==> config.mk <==
export PLATFORM = sky130hd
export DESIGN_NAME = stereo_envelope_follower_flat
export DESIGN_NICKNAME = d
export VERILOG_FILES = /design/src/hw/rtl/sef_pkg.sv /design/src/hw/rtl/sef_req_if.sv /design/src/hw/rtl/sef_rsp_if.sv /design/src/hw/rtl/sef_mul.sv /design/src/hw/rtl/sef_isqrt.sv /design/src/hw/rtl/stereo_envelope_follower.sv /design/src/flat_wrapper.sv
export SDC_FILE = /design/constraint.sdc
export NUM_CORES = 2
export LEC_CHECK = 0
export BUFFER_PORTS_ARGS = -buffer_cell sky130_fd_sc_hd__buf_2
export CAP_MARGIN = 20
export CORE_ASPECT_RATIO = 2
export CORE_UTILIZATION = 40
export CTS_BUF_LIST = sky130_fd_sc_hd__clkbuf_8
export CTS_CLUSTER_DIAMETER = 60
export DETAILED_ROUTE_END_ITERATION = 8
export PLACE_DENSITY = 0.62
export SLEW_MARGIN = 20
export SYNTH_ARGS = -nofsm -noshare
export SYNTH_HDL_FRONTEND = slang
export SYNTH_SLANG_ARGS = --single-unit
==> constraint.sdc <==
create_clock -name clock -period 17.08 [get_ports clock]
set_clock_uncertainty 0.15 [all_clocks]
set_input_delay 3.416 -clock clock [delete_from_list [all_inputs] [get_ports clock]]
set_output_delay 3.416 -clock clock [all_outputs]
set_load 0.05 [all_outputs]
==> src/hw/rtl/sef_pkg.sv <==
// Shared constants, register codes and sequencer states for the stereo envelope follower.
// Depends on nothing; the interfaces, the top level and the test files use it by scoped names.
package sef_pkg;

   localparam int SAMPLE_BITS   = 24;
   localparam int COEFF_BITS    = 24;
   localparam int ENV_FRAC_BITS = 16;
   localparam int LINK_BITS     = 16;
   localparam int GR_BITS       = 16;

   // auto-release reaches the fast value at 12 dB = 3 << 10 in Q8.8
   localparam int GR_SHIFT = 10;
   localparam int GR_DIV   = 3;
   localparam int GR_FULL  = GR_DIV << GR_SHIFT;
   localparam int GR_HALF  = GR_FULL / 2;

   localparam int CSR_INDEX_BITS = 3;

   localparam logic [CSR_INDEX_BITS-1:0] CSR_DETECTION_MODE     = 3'd0;
   localparam logic [CSR_INDEX_BITS-1:0] CSR_AUTO_RELEASE       = 3'd1;
   localparam logic [CSR_INDEX_BITS-1:0] CSR_ATTACK_COEFF       = 3'd2;
   localparam logic [CSR_INDEX_BITS-1:0] CSR_RELEASE_COEFF      = 3'd3;
   localparam logic [CSR_INDEX_BITS-1:0] CSR_RELEASE_FAST_COEFF = 3'd4;
   localparam logic [CSR_INDEX_BITS-1:0] CSR_RELEASE_SLOW_COEFF = 3'd5;
   localparam logic [CSR_INDEX_BITS-1:0] CSR_RMS_COEFF          = 3'd6;
   localparam logic [CSR_INDEX_BITS-1:0] CSR_LINK_AMOUNT        = 3'd7;

   localparam int ATTACK_RESET       = 34914;
   localparam int RELEASE_RESET      = 3495;
   localparam int RELEASE_FAST_RESET = 6989;
   localparam int RELEASE_SLOW_RESET = 175;
   localparam int RMS_RESET          = 34914;

   typedef enum logic [3:0] {
      ST_IDLE,
      ST_SQ,
      ST_MS,
      ST_ROOT,
      ST_LINK,
      ST_REL_MUL,
      ST_REL_DIV,
      ST_ENV,
      ST_DONE
   } sef_state_type;

endpackage

==> src/hw/rtl/sef_req_if.sv <==
// Input channel interface of the stereo envelope follower.
// Depends on sef_pkg for default widths.
interface sef_req_if #(
   parameter int SAMPLE_BITS = sef_pkg::SAMPLE_BITS
);
   logic                               valid;
   logic                               ready;
   logic signed [SAMPLE_BITS-1:0]      sample_left;
   logic signed [SAMPLE_BITS-1:0]      sample_right;
   logic [sef_pkg::GR_BITS-1:0]        gain_reduction_db;

   modport source (output valid, sample_left, sample_right, gain_reduction_db, input ready);
   modport sink (input valid, sample_left, sample_right, gain_reduction_db, output ready);
endinterface

==> src/hw/rtl/sef_rsp_if.sv <==
// Result channel interface of the stereo envelope follower.
// Depends on sef_pkg for default widths.
interface sef_rsp_if #(
   parameter int SAMPLE_BITS = sef_pkg::SAMPLE_BITS
);
   localparam int OUT_W = SAMPLE_BITS - 1;

   logic             valid;
   logic             ready;
   logic [OUT_W-1:0] envelope_left;
   logic [OUT_W-1:0] envelope_right;

   modport source (output valid, envelope_left, envelope_right, input ready);
   modport sink (input valid, envelope_left, envelope_right, output ready);
endinterface

==> src/hw/rtl/sef_mul.sv <==
// Bit-serial shift-add multiplier: one multiplier bit per cycle over the B_W-bit multiplier.
// Standalone; used by the stereo envelope follower sequencer.
module sef_mul #(
   parameter int A_W = 48,
   parameter int B_W = 25
) (
   input  logic               clock,
   input  logic               reset,
   input  logic               start,
   input  logic [A_W-1:0]     a,
   input  logic [B_W-1:0]     b,
   output logic               done,
   output logic [A_W+B_W-1:0] prod
);
   localparam int CNT_W = (B_W > 1) ? $clog2(B_W) : 1;

   logic             busy_ff, busy_in;
   logic             done_ff, done_in;
   logic [CNT_W-1:0] cnt_ff, cnt_in;
   logic [A_W-1:0]   a_ff, a_in;
   logic [B_W-1:0]   b_ff, b_in;
   logic [A_W-1:0]   acc_ff, acc_in;
   logic [B_W-1:0]   lo_ff, lo_in;
   logic [A_W:0]     sum;

   assign sum = {1'b0, acc_ff} + (b_ff[0] ? {1'b0, a_ff} : {(A_W+1){1'b0}});

   always_comb begin
      busy_in = busy_ff;
      done_in = 1'b0;
      cnt_in  = cnt_ff;
      a_in    = a_ff;
      b_in    = b_ff;
      acc_in  = acc_ff;
      lo_in   = lo_ff;
      if (start) begin
         busy_in = 1'b1;
         cnt_in  = '0;
         a_in    = a;
         b_in    = b;
         acc_in  = '0;
         lo_in   = '0;
      end else if (busy_ff) begin
         // product low bits leave the accumulator into lo, LSB first
         acc_in = sum[A_W:1];
         lo_in  = {sum[0], lo_ff[B_W-1:1]};
         b_in   = b_ff >> 1;
         cnt_in = cnt_ff + CNT_W'(1);
         if (cnt_ff == CNT_W'(B_W - 1)) begin
            busy_in = 1'b0;
            done_in = 1'b1;
         end
      end
   end

   always_ff @(posedge clock) begin
      if (reset) begin
         busy_ff <= 1'b0;
         done_ff <= 1'b0;
      end else begin
         busy_ff <= busy_in;
         done_ff <= done_in;
      end
      cnt_ff <= cnt_in;
      a_ff   <= a_in;
      b_ff   <= b_in;
      acc_ff <= acc_in;
      lo_ff  <= lo_in;
   end

   assign done = done_ff;
   assign prod = {acc_ff, lo_ff};
endmodule

==> src/hw/rtl/sef_isqrt.sv <==
// Digit-by-digit integer square root, one result bit per cycle.
// Standalone; used by the stereo envelope follower for RMS detection.
module sef_isqrt #(
   parameter int V_W = 48
) (
   input  logic             clock,
   input  logic             reset,
   input  logic             start,
   input  logic [V_W-1:0]   value,
   output logic             done,
   output logic [V_W/2-1:0] root
);
   localparam int R_W   = V_W / 2;
   localparam int T_W   = R_W + 3;
   localparam int CNT_W = (R_W > 1) ? $clog2(R_W) : 1;

   logic             busy_ff, busy_in;
   logic             done_ff, done_in;
   logic [CNT_W-1:0] cnt_ff, cnt_in;
   logic [V_W-1:0]   v_ff, v_in;
   logic [R_W:0]     rem_ff, rem_in;
   logic [R_W-1:0]   root_ff, root_in;
   logic [T_W-1:0]   rem2, trial, rem_sub;
   logic             ge;

   assign rem2    = {rem_ff, v_ff[V_W-1 -: 2]};
   assign trial   = {1'b0, root_ff, 2'b01};
   assign ge      = rem2 >= trial;
   assign rem_sub = rem2 - trial;

   always_comb begin
      busy_in = busy_ff;
      done_in = 1'b0;
      cnt_in  = cnt_ff;
      v_in    = v_ff;
      rem_in  = rem_ff;
      root_in = root_ff;
      if (start) begin
         busy_in = 1'b1;
         cnt_in  = '0;
         v_in    = value;
         rem_in  = '0;
         root_in = '0;
      end else if (busy_ff) begin
         v_in    = v_ff << 2;
         rem_in  = ge ? rem_sub[R_W:0] : rem2[R_W:0];
         root_in = {root_ff[R_W-2:0], ge};
         cnt_in  = cnt_ff + CNT_W'(1);
         if (cnt_ff == CNT_W'(R_W - 1)) begin
            busy_in = 1'b0;
            done_in = 1'b1;
         end
      end
   end

   always_ff @(posedge clock) begin
      if (reset) begin
         busy_ff <= 1'b0;
         done_ff <= 1'b0;
      end else begin
         busy_ff <= busy_in;
         done_ff <= done_in;
      end
      cnt_ff  <= cnt_in;
      v_ff    <= v_in;
      rem_ff  <= rem_in;
      root_ff <= root_in;
   end

   assign done = done_ff;
   assign root = root_ff;
endmodule

==> src/hw/rtl/stereo_envelope_follower.sv <==
// Stereo envelope follower: sequencer, state and config registers around serial units.
// Depends on sef_pkg, sef_req_if, sef_rsp_if, sef_mul and sef_isqrt.
//
// Usage: req_ch carries one stereo sample pair plus the gain reduction per word;
// rsp_ch returns both envelopes, one word per request word, in order.
// Registers are written through csr_we / csr_index / csr_wdata while the block is idle;
// the user must keep to this, as the block itself does not enforce it.
// req_ch.ready is high only while the sequencer is idle; one pair is worked at a time.
// All multiplications share one bit-serial multiplier, one multiplier bit per cycle, its
// multiplier width being 25 by default; square roots run on a separate serial unit.
// Per pair, peak mode runs a link and an envelope step for each channel; auto-release
// interpolation adds a multiply and a serial divide by 3, and RMS mode adds two squares,
// two mean-square updates and two square roots.
// The result sits in an output register; the next pair is accepted while it waits.
// If the receiver stalls, a finished second pair waits in the sequencer until the
// output register frees up.
// Reset clears envelopes, mean squares and the output valid, and loads the
// register defaults.
module stereo_envelope_follower #(
   parameter int SAMPLE_BITS   = sef_pkg::SAMPLE_BITS,
   parameter int COEFF_BITS    = sef_pkg::COEFF_BITS,
   parameter int ENV_FRAC_BITS = sef_pkg::ENV_FRAC_BITS
) (
   input  logic                                clock,
   input  logic                                reset,
   sef_req_if.sink                             req_ch,
   sef_rsp_if.source                           rsp_ch,
   input  logic                                csr_we,
   input  logic [sef_pkg::CSR_INDEX_BITS-1:0]  csr_index,
   input  logic [COEFF_BITS:0]                 csr_wdata
);
   localparam int SB    = SAMPLE_BITS;
   localparam int CB    = COEFF_BITS;
   localparam int FB    = ENV_FRAC_BITS;
   localparam int LB    = sef_pkg::LINK_BITS;
   localparam int GB    = sef_pkg::GR_BITS;
   localparam int CW    = CB + 1;
   localparam int LW    = LB + 1;
   localparam int MS_W  = 2 * SB;
   localparam int ENV_W = SB + FB;
   localparam int OUT_W = SB - 1;
   localparam int MA_0  = (MS_W > ENV_W) ? MS_W : ENV_W;
   localparam int MA_W  = (MA_0 > CW) ? MA_0 : CW;
   localparam int MB_0  = (CW > SB) ? CW : SB;
   localparam int MB_W  = (MB_0 > GB) ? MB_0 : GB;
   localparam int PW    = MA_W + MB_W;
   localparam int Y_W   = CW + 2;
   localparam int DC_W  = $clog2(Y_W);

   localparam logic [CW-1:0] UNITY      = {1'b1, {CB{1'b0}}};
   localparam logic [LW-1:0] LINK_UNITY = {1'b1, {LB{1'b0}}};

   sef_pkg::sef_state_type state_ff, state_in;
   logic                   ch_ff, ch_in;
   logic                   launch_ff, launch_in;

   logic            mode_ff, mode_in;
   logic            auto_ff, auto_in;
   logic [CW-1:0]   attack_ff, attack_in;
   logic [CW-1:0]   release_ff, release_in;
   logic [CW-1:0]   fast_ff, fast_in;
   logic [CW-1:0]   slow_ff, slow_in;
   logic [CW-1:0]   rms_ff, rms_in;
   logic [LW-1:0]   link_ff, link_in;

   logic [SB-1:0]    mag_ff [2];
   logic [SB-1:0]    mag_in [2];
   logic [GB-1:0]    gr_ff, gr_in;
   logic [MS_W-1:0]  sq_ff, sq_in;
   logic [MS_W-1:0]  ms_ff [2];
   logic [MS_W-1:0]  ms_in [2];
   logic [ENV_W-1:0] tgt_ff [2];
   logic [ENV_W-1:0] tgt_in [2];
   logic [ENV_W-1:0] env_ff [2];
   logic [ENV_W-1:0] env_in [2];
   logic [ENV_W-1:0] peak_ff, peak_in;
   logic [CW-1:0]    rel_ff, rel_in;
   logic [Y_W-1:0]   dv_ff, dv_in;
   logic [1:0]       rm_ff, rm_in;
   logic [DC_W-1:0]  dcnt_ff, dcnt_in;
   logic             rsp_valid_ff, rsp_valid_in;
   logic [OUT_W-1:0] out_ff [2];
   logic [OUT_W-1:0] out_in [2];

   // serial units
   logic            mul_start, mul_done;
   logic [MA_W-1:0] mul_a;
   logic [MB_W-1:0] mul_b;
   logic [PW-1:0]   mul_prod;
   logic            sqrt_start, sqrt_done;
   logic [SB-1:0]   sqrt_root;

   sef_mul #(.A_W(MA_W), .B_W(MB_W)) u_mul (
      .clock (clock),
      .reset (reset),
      .start (mul_start),
      .a     (mul_a),
      .b     (mul_b),
      .done  (mul_done),
      .prod  (mul_prod)
   );

   sef_isqrt #(.V_W(MS_W)) u_isqrt (
      .clock (clock),
      .reset (reset),
      .start (sqrt_start),
      .value (ms_ff[ch_ff]),
      .done  (sqrt_done),
      .root  (sqrt_root)
   );

   // clamped coefficients
   logic [CW-1:0] attack_c, release_c, fast_c, slow_c, rms_c;
   logic [LW-1:0] link_c;

   assign attack_c  = (attack_ff > UNITY) ? UNITY : attack_ff;
   assign release_c = (release_ff > UNITY) ? UNITY : release_ff;
   assign fast_c    = (fast_ff > UNITY) ? UNITY : fast_ff;
   assign slow_c    = (slow_ff > UNITY) ? UNITY : slow_ff;
   assign rms_c     = (rms_ff > UNITY) ? UNITY : rms_ff;
   assign link_c    = (link_ff > LINK_UNITY) ? LINK_UNITY : link_ff;

   // magnitudes of the incoming pair; the most negative code maps to 2^(SB-1)
   logic [SB-1:0] mag_new_l, mag_new_r;

   assign mag_new_l = req_ch.sample_left[SB-1]  ? (~$unsigned(req_ch.sample_left) + SB'(1))
                                                : $unsigned(req_ch.sample_left);
   assign mag_new_r = req_ch.sample_right[SB-1] ? (~$unsigned(req_ch.sample_right) + SB'(1))
                                                : $unsigned(req_ch.sample_right);

   // per-step operands
   logic [MS_W-1:0]  cur_ms, ms_diff;
   logic             ms_up;
   logic [ENV_W-1:0] cur_tgt, cur_env, env_diff, peak_now, link_peak, link_diff;
   logic             env_up, env_rise;
   logic [CW-1:0]    env_c, rel_diff;
   logic             rel_up, gr_full;

   assign cur_ms    = ms_ff[ch_ff];
   assign ms_up     = sq_ff >= cur_ms;
   assign ms_diff   = ms_up ? (sq_ff - cur_ms) : (cur_ms - sq_ff);
   assign cur_tgt   = tgt_ff[ch_ff];
   assign cur_env   = env_ff[ch_ff];
   assign env_up    = cur_tgt >= cur_env;
   assign env_rise  = cur_tgt > cur_env;
   assign env_diff  = env_up ? (cur_tgt - cur_env) : (cur_env - cur_tgt);
   assign env_c     = env_rise ? attack_c : rel_ff;
   assign peak_now  = (tgt_ff[0] > tgt_ff[1]) ? tgt_ff[0] : tgt_ff[1];
   // left target moves during its link step, so the right one uses the held peak
   assign link_peak = ch_ff ? peak_ff : peak_now;
   assign link_diff = link_peak - cur_tgt;
   assign rel_up    = fast_c >= slow_c;
   assign rel_diff  = rel_up ? (fast_c - slow_c) : (slow_c - fast_c);
   assign gr_full   = gr_ff >= GB'(sef_pkg::GR_FULL);

   // rounded step: (P >> s) + P[s-1], s = link or coefficient fraction bits
   logic            use_link;
   logic [MA_W-1:0] step_hi, step;
   logic            step_rb;

   assign step_hi = use_link ? mul_prod[LB +: MA_W] : mul_prod[CB +: MA_W];
   assign step_rb = use_link ? mul_prod[LB-1] : mul_prod[CB-1];
   assign step    = step_hi + MA_W'(step_rb);

   // auto-release blend: (d*gr + 1536) / 3072 as a shift and a serial divide by 3
   logic [PW:0]    y_sum;
   logic [2:0]     dv_t;
   logic           dv_ge;
   logic [1:0]     rm_next;
   logic [Y_W-1:0] q_next;
   logic           div_last;

   assign y_sum    = {1'b0, mul_prod} + (PW+1)'(sef_pkg::GR_HALF);
   assign dv_t     = {rm_ff, dv_ff[Y_W-1]};
   assign dv_ge    = dv_t >= 3'(sef_pkg::GR_DIV);
   assign rm_next  = dv_ge ? 2'(dv_t - 3'(sef_pkg::GR_DIV)) : dv_t[1:0];
   assign q_next   = {dv_ff[Y_W-2:0], dv_ge};
   assign div_last = dcnt_ff == DC_W'(Y_W - 1);

   // saturated outputs
   logic [SB-1:0]    env_sh [2];
   logic [OUT_W-1:0] env_sat [2];

   always_comb begin
      for (int i = 0; i < 2; i++) begin
         env_sh[i]  = env_ff[i][ENV_W-1:FB];
         env_sat[i] = env_sh[i][SB-1] ? {OUT_W{1'b1}} : env_sh[i][OUT_W-1:0];
      end
   end

   logic out_free, req_fire, out_load;

   assign out_free = !rsp_valid_ff || rsp_ch.ready;
   assign req_fire = req_ch.valid && req_ch.ready;

   // next state
   always_comb begin
      state_in = state_ff;
      ch_in    = ch_ff;
      case (state_ff)
         sef_pkg::ST_IDLE: begin
            if (req_ch.valid) begin
               ch_in    = 1'b0;
               state_in = mode_ff ? sef_pkg::ST_SQ : sef_pkg::ST_LINK;
            end
         end
         sef_pkg::ST_SQ: begin
            if (mul_done) state_in = sef_pkg::ST_MS;
         end
         sef_pkg::ST_MS: begin
            if (mul_done) state_in = sef_pkg::ST_ROOT;
         end
         sef_pkg::ST_ROOT: begin
            if (sqrt_done) begin
               if (!ch_ff) begin
                  ch_in    = 1'b1;
                  state_in = sef_pkg::ST_SQ;
               end else begin
                  ch_in    = 1'b0;
                  state_in = sef_pkg::ST_LINK;
               end
            end
         end
         sef_pkg::ST_LINK: begin
            if (mul_done) begin
               if (!ch_ff) begin
                  ch_in = 1'b1;
               end else begin
                  ch_in    = 1'b0;
                  state_in = (auto_ff && !gr_full) ? sef_pkg::ST_REL_MUL : sef_pkg::ST_ENV;
               end
            end
         end
         sef_pkg::ST_REL_MUL: begin
            if (mul_done) state_in = sef_pkg::ST_REL_DIV;
         end
         sef_pkg::ST_REL_DIV: begin
            if (div_last) state_in = sef_pkg::ST_ENV;
         end
         sef_pkg::ST_ENV: begin
            if (mul_done) begin
               if (!ch_ff) begin
                  ch_in = 1'b1;
               end else begin
                  ch_in    = 1'b0;
                  state_in = sef_pkg::ST_DONE;
               end
            end
         end
         sef_pkg::ST_DONE: begin
            if (out_free) state_in = sef_pkg::ST_IDLE;
         end
         default: begin
            state_in = sef_pkg::ST_IDLE;
            ch_in    = 1'b0;
         end
      endcase
      launch_in = (state_in != state_ff) || (ch_in != ch_ff);
   end

   // sequencer outputs
   always_comb begin
      req_ch.ready = 1'b0;
      mul_start    = 1'b0;
      sqrt_start   = 1'b0;
      use_link     = 1'b0;
      out_load     = 1'b0;
      mul_a        = '0;
      mul_b        = '0;
      case (state_ff)
         sef_pkg::ST_IDLE: begin
            req_ch.ready = 1'b1;
         end
         sef_pkg::ST_SQ: begin
            mul_start = launch_ff;
            mul_a     = MA_W'(mag_ff[ch_ff]);
            mul_b     = MB_W'(mag_ff[ch_ff]);
         end
         sef_pkg::ST_MS: begin
            mul_start = launch_ff;
            mul_a     = MA_W'(ms_diff);
            mul_b     = MB_W'(rms_c);
         end
         sef_pkg::ST_ROOT: begin
            sqrt_start = launch_ff;
         end
         sef_pkg::ST_LINK: begin
            mul_start = launch_ff;
            use_link  = 1'b1;
            mul_a     = MA_W'(link_diff);
            mul_b     = MB_W'(link_c);
         end
         sef_pkg::ST_REL_MUL: begin
            mul_start = launch_ff;
            mul_a     = MA_W'(rel_diff);
            mul_b     = MB_W'(gr_ff);
         end
         sef_pkg::ST_REL_DIV: begin
         end
         sef_pkg::ST_ENV: begin
            mul_start = launch_ff;
            mul_a     = MA_W'(env_diff);
            mul_b     = MB_W'(env_c);
         end
         sef_pkg::ST_DONE: begin
            out_load = out_free;
         end
         default: begin
         end
      endcase
   end

   // datapath and register file
   always_comb begin
      mode_in    = mode_ff;
      auto_in    = auto_ff;
      attack_in  = attack_ff;
      release_in = release_ff;
      fast_in    = fast_ff;
      slow_in    = slow_ff;
      rms_in     = rms_ff;
      link_in    = link_ff;
      mag_in     = mag_ff;
      gr_in      = gr_ff;
      sq_in      = sq_ff;
      ms_in      = ms_ff;
      tgt_in     = tgt_ff;
      env_in     = env_ff;
      peak_in    = peak_ff;
      rel_in     = rel_ff;
      dv_in      = dv_ff;
      rm_in      = rm_ff;
      dcnt_in    = dcnt_ff;
      out_in     = out_ff;

      if (req_fire) begin
         mag_in[0] = mag_new_l;
         mag_in[1] = mag_new_r;
         gr_in     = req_ch.gain_reduction_db;
         if (!mode_ff) begin
            tgt_in[0] = ENV_W'(mag_new_l) << FB;
            tgt_in[1] = ENV_W'(mag_new_r) << FB;
         end
      end

      case (state_ff)
         sef_pkg::ST_SQ: begin
            if (mul_done) sq_in = mul_prod[MS_W-1:0];
         end
         sef_pkg::ST_MS: begin
            if (mul_done) begin
               ms_in[ch_ff] = ms_up ? (cur_ms + step[MS_W-1:0]) : (cur_ms - step[MS_W-1:0]);
            end
         end
         sef_pkg::ST_ROOT: begin
            if (sqrt_done) tgt_in[ch_ff] = ENV_W'(sqrt_root) << FB;
         end
         sef_pkg::ST_LINK: begin
            if (launch_ff && !ch_ff) peak_in = peak_now;
            if (mul_done) begin
               tgt_in[ch_ff] = cur_tgt + step[ENV_W-1:0];
               // interpolated release, if used, overwrites this after the divide
               if (ch_ff) rel_in = (auto_ff && gr_full) ? fast_c : release_c;
            end
         end
         sef_pkg::ST_REL_MUL: begin
            if (mul_done) begin
               dv_in   = y_sum[sef_pkg::GR_SHIFT +: Y_W];
               rm_in   = '0;
               dcnt_in = '0;
            end
         end
         sef_pkg::ST_REL_DIV: begin
            dv_in   = q_next;
            rm_in   = rm_next;
            dcnt_in = dcnt_ff + DC_W'(1);
            if (div_last) begin
               rel_in = rel_up ? (slow_c + q_next[CW-1:0]) : (slow_c - q_next[CW-1:0]);
            end
         end
         sef_pkg::ST_ENV: begin
            if (mul_done) begin
               env_in[ch_ff] = env_up ? (cur_env + step[ENV_W-1:0])
                                      : (cur_env - step[ENV_W-1:0]);
            end
         end
         default: begin
         end
      endcase

      rsp_valid_in = rsp_valid_ff;
      if (out_load) begin
         out_in       = env_sat;
         rsp_valid_in = 1'b1;
      end else if (rsp_ch.ready) begin
         rsp_valid_in = 1'b0;
      end

      if (csr_we) begin
         case (csr_index)
            sef_pkg::CSR_DETECTION_MODE:     mode_in    = csr_wdata[0];
            sef_pkg::CSR_AUTO_RELEASE:       auto_in    = csr_wdata[0];
            sef_pkg::CSR_ATTACK_COEFF:       attack_in  = csr_wdata;
            sef_pkg::CSR_RELEASE_COEFF:      release_in = csr_wdata;
            sef_pkg::CSR_RELEASE_FAST_COEFF: fast_in    = csr_wdata;
            sef_pkg::CSR_RELEASE_SLOW_COEFF: slow_in    = csr_wdata;
            sef_pkg::CSR_RMS_COEFF:          rms_in     = csr_wdata;
            sef_pkg::CSR_LINK_AMOUNT:        link_in    = csr_wdata[LW-1:0];
            default: begin
            end
         endcase
      end
   end

   always_ff @(posedge clock) begin
      if (reset) begin
         state_ff     <= sef_pkg::ST_IDLE;
         ch_ff        <= 1'b0;
         launch_ff    <= 1'b0;
         rsp_valid_ff <= 1'b0;
         mode_ff      <= 1'b0;
         auto_ff      <= 1'b0;
         attack_ff    <= CW'(sef_pkg::ATTACK_RESET);
         release_ff   <= CW'(sef_pkg::RELEASE_RESET);
         fast_ff      <= CW'(sef_pkg::RELEASE_FAST_RESET);
         slow_ff      <= CW'(sef_pkg::RELEASE_SLOW_RESET);
         rms_ff       <= CW'(sef_pkg::RMS_RESET);
         link_ff      <= '0;
         ms_ff[0]     <= '0;
         ms_ff[1]     <= '0;
         env_ff[0]    <= '0;
         env_ff[1]    <= '0;
      end else begin
         state_ff     <= state_in;
         ch_ff        <= ch_in;
         launch_ff    <= launch_in;
         rsp_valid_ff <= rsp_valid_in;
         mode_ff      <= mode_in;
         auto_ff      <= auto_in;
         attack_ff    <= attack_in;
         release_ff   <= release_in;
         fast_ff      <= fast_in;
         slow_ff      <= slow_in;
         rms_ff       <= rms_in;
         link_ff      <= link_in;
         ms_ff        <= ms_in;
         env_ff       <= env_in;
      end
      mag_ff  <= mag_in;
      gr_ff   <= gr_in;
      sq_ff   <= sq_in;
      tgt_ff  <= tgt_in;
      peak_ff <= peak_in;
      rel_ff  <= rel_in;
      dv_ff   <= dv_in;
      rm_ff   <= rm_in;
      dcnt_ff <= dcnt_in;
      out_ff  <= out_in;
   end

   assign rsp_ch.valid          = rsp_valid_ff;
   assign rsp_ch.envelope_left  = out_ff[0];
   assign rsp_ch.envelope_right = out_ff[1];
endmodule

==> src/flat_wrapper.sv <==
// flat-port wrapper written by rule: the top's interface ports become plain ports
module stereo_envelope_follower_flat 
#(
   parameter int SAMPLE_BITS   = sef_pkg::SAMPLE_BITS,
   parameter int COEFF_BITS    = sef_pkg::COEFF_BITS,
   parameter int ENV_FRAC_BITS = sef_pkg::ENV_FRAC_BITS
)
  (clock, reset, csr_we, csr_index, csr_wdata, req_ch_valid, req_ch_sample_left, req_ch_sample_right, req_ch_gain_reduction_db, req_ch_ready, rsp_ch_valid, rsp_ch_envelope_left, rsp_ch_envelope_right, rsp_ch_ready);
  sef_req_if #(.SAMPLE_BITS(SAMPLE_BITS)) req_ch_i ();
  sef_rsp_if #(.SAMPLE_BITS(SAMPLE_BITS)) rsp_ch_i ();
  input  logic clock;
  input  logic reset;
  input  logic csr_we;
  input  logic [sef_pkg::CSR_INDEX_BITS-1:0] csr_index;
  input  logic [COEFF_BITS:0] csr_wdata;
  input wire logic [$bits(req_ch_i.valid)-1:0] req_ch_valid;
  input wire logic [$bits(req_ch_i.sample_left)-1:0] req_ch_sample_left;
  input wire logic [$bits(req_ch_i.sample_right)-1:0] req_ch_sample_right;
  input wire logic [$bits(req_ch_i.gain_reduction_db)-1:0] req_ch_gain_reduction_db;
  output wire logic [$bits(req_ch_i.ready)-1:0] req_ch_ready;
  output wire logic [$bits(rsp_ch_i.valid)-1:0] rsp_ch_valid;
  output wire logic [$bits(rsp_ch_i.envelope_left)-1:0] rsp_ch_envelope_left;
  output wire logic [$bits(rsp_ch_i.envelope_right)-1:0] rsp_ch_envelope_right;
  input wire logic [$bits(rsp_ch_i.ready)-1:0] rsp_ch_ready;
  assign req_ch_i.valid = req_ch_valid;
  assign req_ch_i.sample_left = req_ch_sample_left;
  assign req_ch_i.sample_right = req_ch_sample_right;
  assign req_ch_i.gain_reduction_db = req_ch_gain_reduction_db;
  assign req_ch_ready = req_ch_i.ready;
  assign rsp_ch_valid = rsp_ch_i.valid;
  assign rsp_ch_envelope_left = rsp_ch_i.envelope_left;
  assign rsp_ch_envelope_right = rsp_ch_i.envelope_right;
  assign rsp_ch_i.ready = rsp_ch_ready;
  stereo_envelope_follower #(.SAMPLE_BITS(SAMPLE_BITS), .COEFF_BITS(COEFF_BITS), .ENV_FRAC_BITS(ENV_FRAC_BITS)) u_core (.clock(clock), .reset(reset), .req_ch(req_ch_i), .rsp_ch(rsp_ch_i), .csr_we(csr_we), .csr_index(csr_index), .csr_wdata(csr_wdata));
endmodule
==> results <==
- The final cell utilization of the core is 44.0%.
- Across all register-to-register paths, the minimum setup slack is 6120 ps.
- The kind of path behind the tightest hold check is reg2reg.
- The cell with the most instances after synthesis is nand2_1.
- At the end of routability-driven placement, the weighted congestion stood at 1.07.
- In the synthesized netlist, the cells that appear most often are 1,252 x nand2_1, 879 x a21oi_1, 632 x nor2_1.
- The cell-internal power is 4.75 mW.
- The worst path in the final design needs a cycle of 10,960 ps, including I/O delays and setup.
- Clock-pin slew was measured on the worst setup and hold paths at 60 ps.
- The filler cells instantiated in the layout total 17.5k.
- Power spread over the standard cell area amounts to 114 mW/mm^2.
- The part of the total power dissipated in the clock network is 23.8%.
- Setup violations remaining at the end of the flow were counted as 0.
- The slew of the pin with the lowest slew margin is 1190 ps.
- Clock latency on the worst-skew pair, taken at its later pin, is 950 ps.
- The distinct cell type count after synthesis is 93.
- In this run the standard cell core region covers 0.175 sq mm.
- For the final routed database, the setup TNS stands at 0 ps.
- The number of DRC markers after the initial detailed-route iteration is 5,703.
- Summing every instance area after synthesis gives 0.0704 sq mm.
- The total die area is 0.178 sq mm.
- The slowest stage of the critical path belongs to the cell dfxtp_1.
- After synthesis, the largest area contributor takes up 16.1% of total cell area.
- Ranked by total cell area, the synthesized netlist is headed by edfxtp_1 16%, dfxtp_1 15%, ha_1 9.6%, nand2_1 6.7%, a21oi_1 6.3%.
- The share of total power in sequential cells is 30.0%.
- Of the total synthesized cell area, the portion taken by full adders, half adders and majority gates is 9.94%.
- Final hold analysis gives a worst-case slack of 282 ps.
- Global routing used 36.0% of the available tracks across all layers.
- The max-cap check violation count is 0.
- The proportion of layout cells with a drive suffix above 1 is 8.12%.
- Prior to clock tree synthesis, the placed netlist has a worst setup slack of 6470 ps.
- The overall die width is 299 um.
- The share of the Yosys chip area taken by registers is 31.6%.
- The number of nets in the finished design is 9,329.
- The initial core utilization is 40.3%.
- Using the TritonRoute via totals, the vias-per-cell ratio works out to 6.09.
- The number of endpoints with negative hold slack in the final report is 0.
- The remaining global-route overflow is 0.
- In this run the core area contains 217 standard-cell rows.
- After clock tree synthesis, the setup repair step added 0 buffers.
- The share of synthesized flip-flops with an asynchronous set or reset is 0%.
- The setup slack after layout is 6120 ps.
- At the worst endpoint, the required time is 17,750 ps.
- The combinational share of power is 46.2%.
- Summed over all instances, the cell type with the most area after synthesis is edfxtp_1.
- The net count after synthesis is 9,348.
- For this run, the top clock speed supported by timing is 0.0913 GHz.
- The number of resized instances in the post-cts repair step is 0.
- The setup path with the least slack is of type reg2reg.
- The area fraction in compound gates after synthesis is 22.1%.
- The final worst-path cycle share is 64.1%.
- The design draws 8.78 mW.
- For this design the static power due to leakage is 31.7 nW.
- The sort of element at the start of the critical path is a flip-flop.
- STA classifies the critical path endpoint as a flip-flop.
- In this run, post-CTS hold repair placed 0 buffers.
- The synthesized design contains 921 register bits.
- The root buffer cell is clkbuf_8.
- Yosys mapped a number of flops with a built-in enable equal to 378.
- At the worst endpoint, the arrival time is 11,630 ps.
- The main flop type after synthesis is dfxtp_1.
- The basic-gate share of the synthesized area counting and, or, nand and nor cells is 18.8%.
- For this run, design rule violations remaining after detail routing come to 0.
- No sink is reached through more buffers than the 4 on the longest clock path.
- The CTS tree is yes.
- For this run, the number of Yosys warnings is 0.
- The flow ran to the end, and the final reports show no timing, DRC or antenna violations.
- The worst hold path was traced through 0 stages.
- The number of optimization iterations in the first detailed-route pass is 7.
- The max-slew violation count is 0.
- In the final routed layout, each cell accounts on average for 29.7 um.
- By area, the combinational part of the netlist is dominated by compound AO/OA/AOI/OAI gates.
- For this design the total switching power over the nets is 4.03 mW.
- The top-level I/O count is 145.
- The count of input and output buffers is 144.
- The worst-case IR drop observed on VDD is 86.5 uV.
- The area added between synthesis and finish is 9.07%.
- TritonCTS created 152 clock buffers.
- The synthesized netlist devotes 7.15% of its cell area to XOR and XNOR gates.
- Net switching is 45.9% of the power.
- Of all nets on the critical path, the largest fanout is 50.
- The via count of the first global-routing pass was 66.4k.
- In this run the remaining antenna-violating nets after routing total 0.
- Headroom to the max-slew limit came out at 20.7%.
- The TritonCTS sink count is 921.
- The depth of the most critical reg-to-reg path is 32.
- The initial antenna violation count is 18.
- The first-pass GRT wire length is 464,000 um.
- The routed design has 329,000 um of wire.
- In this run the mean area of a mapped cell was 8.09 sq um.
- The H-tree level count is 4.
- The maximum single-stage delay on the critical path is 690 ps.
- The pin count of the biggest net entering global routing is 111.
- Setup repair after global routing left no endpoint under its margin.
- After legalization and detailed placement, the total HPWL measured 260,000 um.
- The post-synthesis instance total is 8,699.
- The number of vias after detailed routing is 67.6k.
- The mux contribution to synthesized area is 5.59%.
- The vertical die dimension is 595 um.
## final timing paths
kind / to / startpoint
setup / recovery: u_core.ms_ff[95] / u_core.state_ff[2]
hold / removal: u_core.sq_ff[0] / u_core.u_mul.lo_ff[0]
setup reg to reg: u_core.ms_ff[95] / u_core.state_ff[2]
hold reg to reg: u_core.sq_ff[0] / u_core.u_mul.lo_ff[0]
## power by group through the flow
stage	Combinational, mW	Clock [mW]	Sequential, mW
after global routing	4.21	2.19	2.64
after floorplan	2.35	0	2.55
after CTS	3.91	2.12	2.62
after global placement	3.86	0	2.67
after detailed placement	3.88	0	2.67
final	4.06	2.09	2.63
## stage by stage
step                cells  instance area (sq um)
finish              11100                  76700
global route        11100                  76700
CTS                 11100                  76600
detailed placement  10800                  73500
global placement    10800                  73500
floorplan            8699                  70400
## state kept, by name, indices dropped and copies added (netlist names), 27 cells and up
| signal | cells |
|---|---|
| u_core.ms_ff | 96 |
| u_core.tgt_ff | 80 |
| u_core.u_isqrt.v_ff | 48 |
| u_core.dv_ff | 27 |
| u_core.u_mul.acc_ff | 48 |
| u_core.u_mul.a_ff | 48 |
| u_core.peak_ff | 40 |
| u_core.sq_ff | 48 |
| u_core.env_ff | 80 |
| u_core.mag_ff | 48 |
## layer usage
metal,wire [um],part of all wire (%),global-route usage [%]
met4,43800,13,38.9
met1,105000,32,33.7
met3,17700,5.4,5.27
met5,88,0.027,0
met2,162000,49,63.9
## placed cells by master (no fill, tap or decap), drive strengths merged, types with 98 or more instances in the layout
cell type,instances
nand2,1252
a21oi,879
nor2,632
o21ai,548
dfxtp,543
ha,540
inv,491
edfxtp,378
xnor2,370
mux2i,321
buf,281
a21o,254
xor2,203
clkbuf,179
nand3,142
nor3,139
nand4,100
and2,98
## cell type report
type	instances	area, sq um	area share [%]
Multi-Input combinational cell	6877	45100	58.7
Sequential cell	921	22200	29.0
Antenna cell	8	20.0	0.0261
Clock inverter	88	613	0.799
Clock buffer	179	2460	3.21
Inverter	447	1680	2.19
Timing Repair Buffer	281	1790	2.33
Tap cell	2299	2880	3.75
## cells by family (layout without fill, tap and decap cells)
group | Yosys count | in the layout
AND/OR/NAND/NOR | 2877 | 2877
AO/OA/AOI/OAI | 2491 | 2491
flip-flops | 921 | 921
buffers and inverters | 901 | 995
XOR/XNOR | 573 | 573
adder cells (fa/ha/maj) | 552 | 552
multiplexers | 384 | 384
other | 0 | 8
## worst max-delay path: cells and delay by family (launching register included)
family | cells | cell delay [ps]
adders and majority gates | 3 | 1430
xor gates and xnor gates | 3 | 870
AOI/OAI and AO/OA | 13 | 3810
buffers and inverters | 3 | 1370
DFF | 1 | 690
and+or+nand+nor | 10 | 2460
No activity file was read; power rests on OpenSTA's default activity.
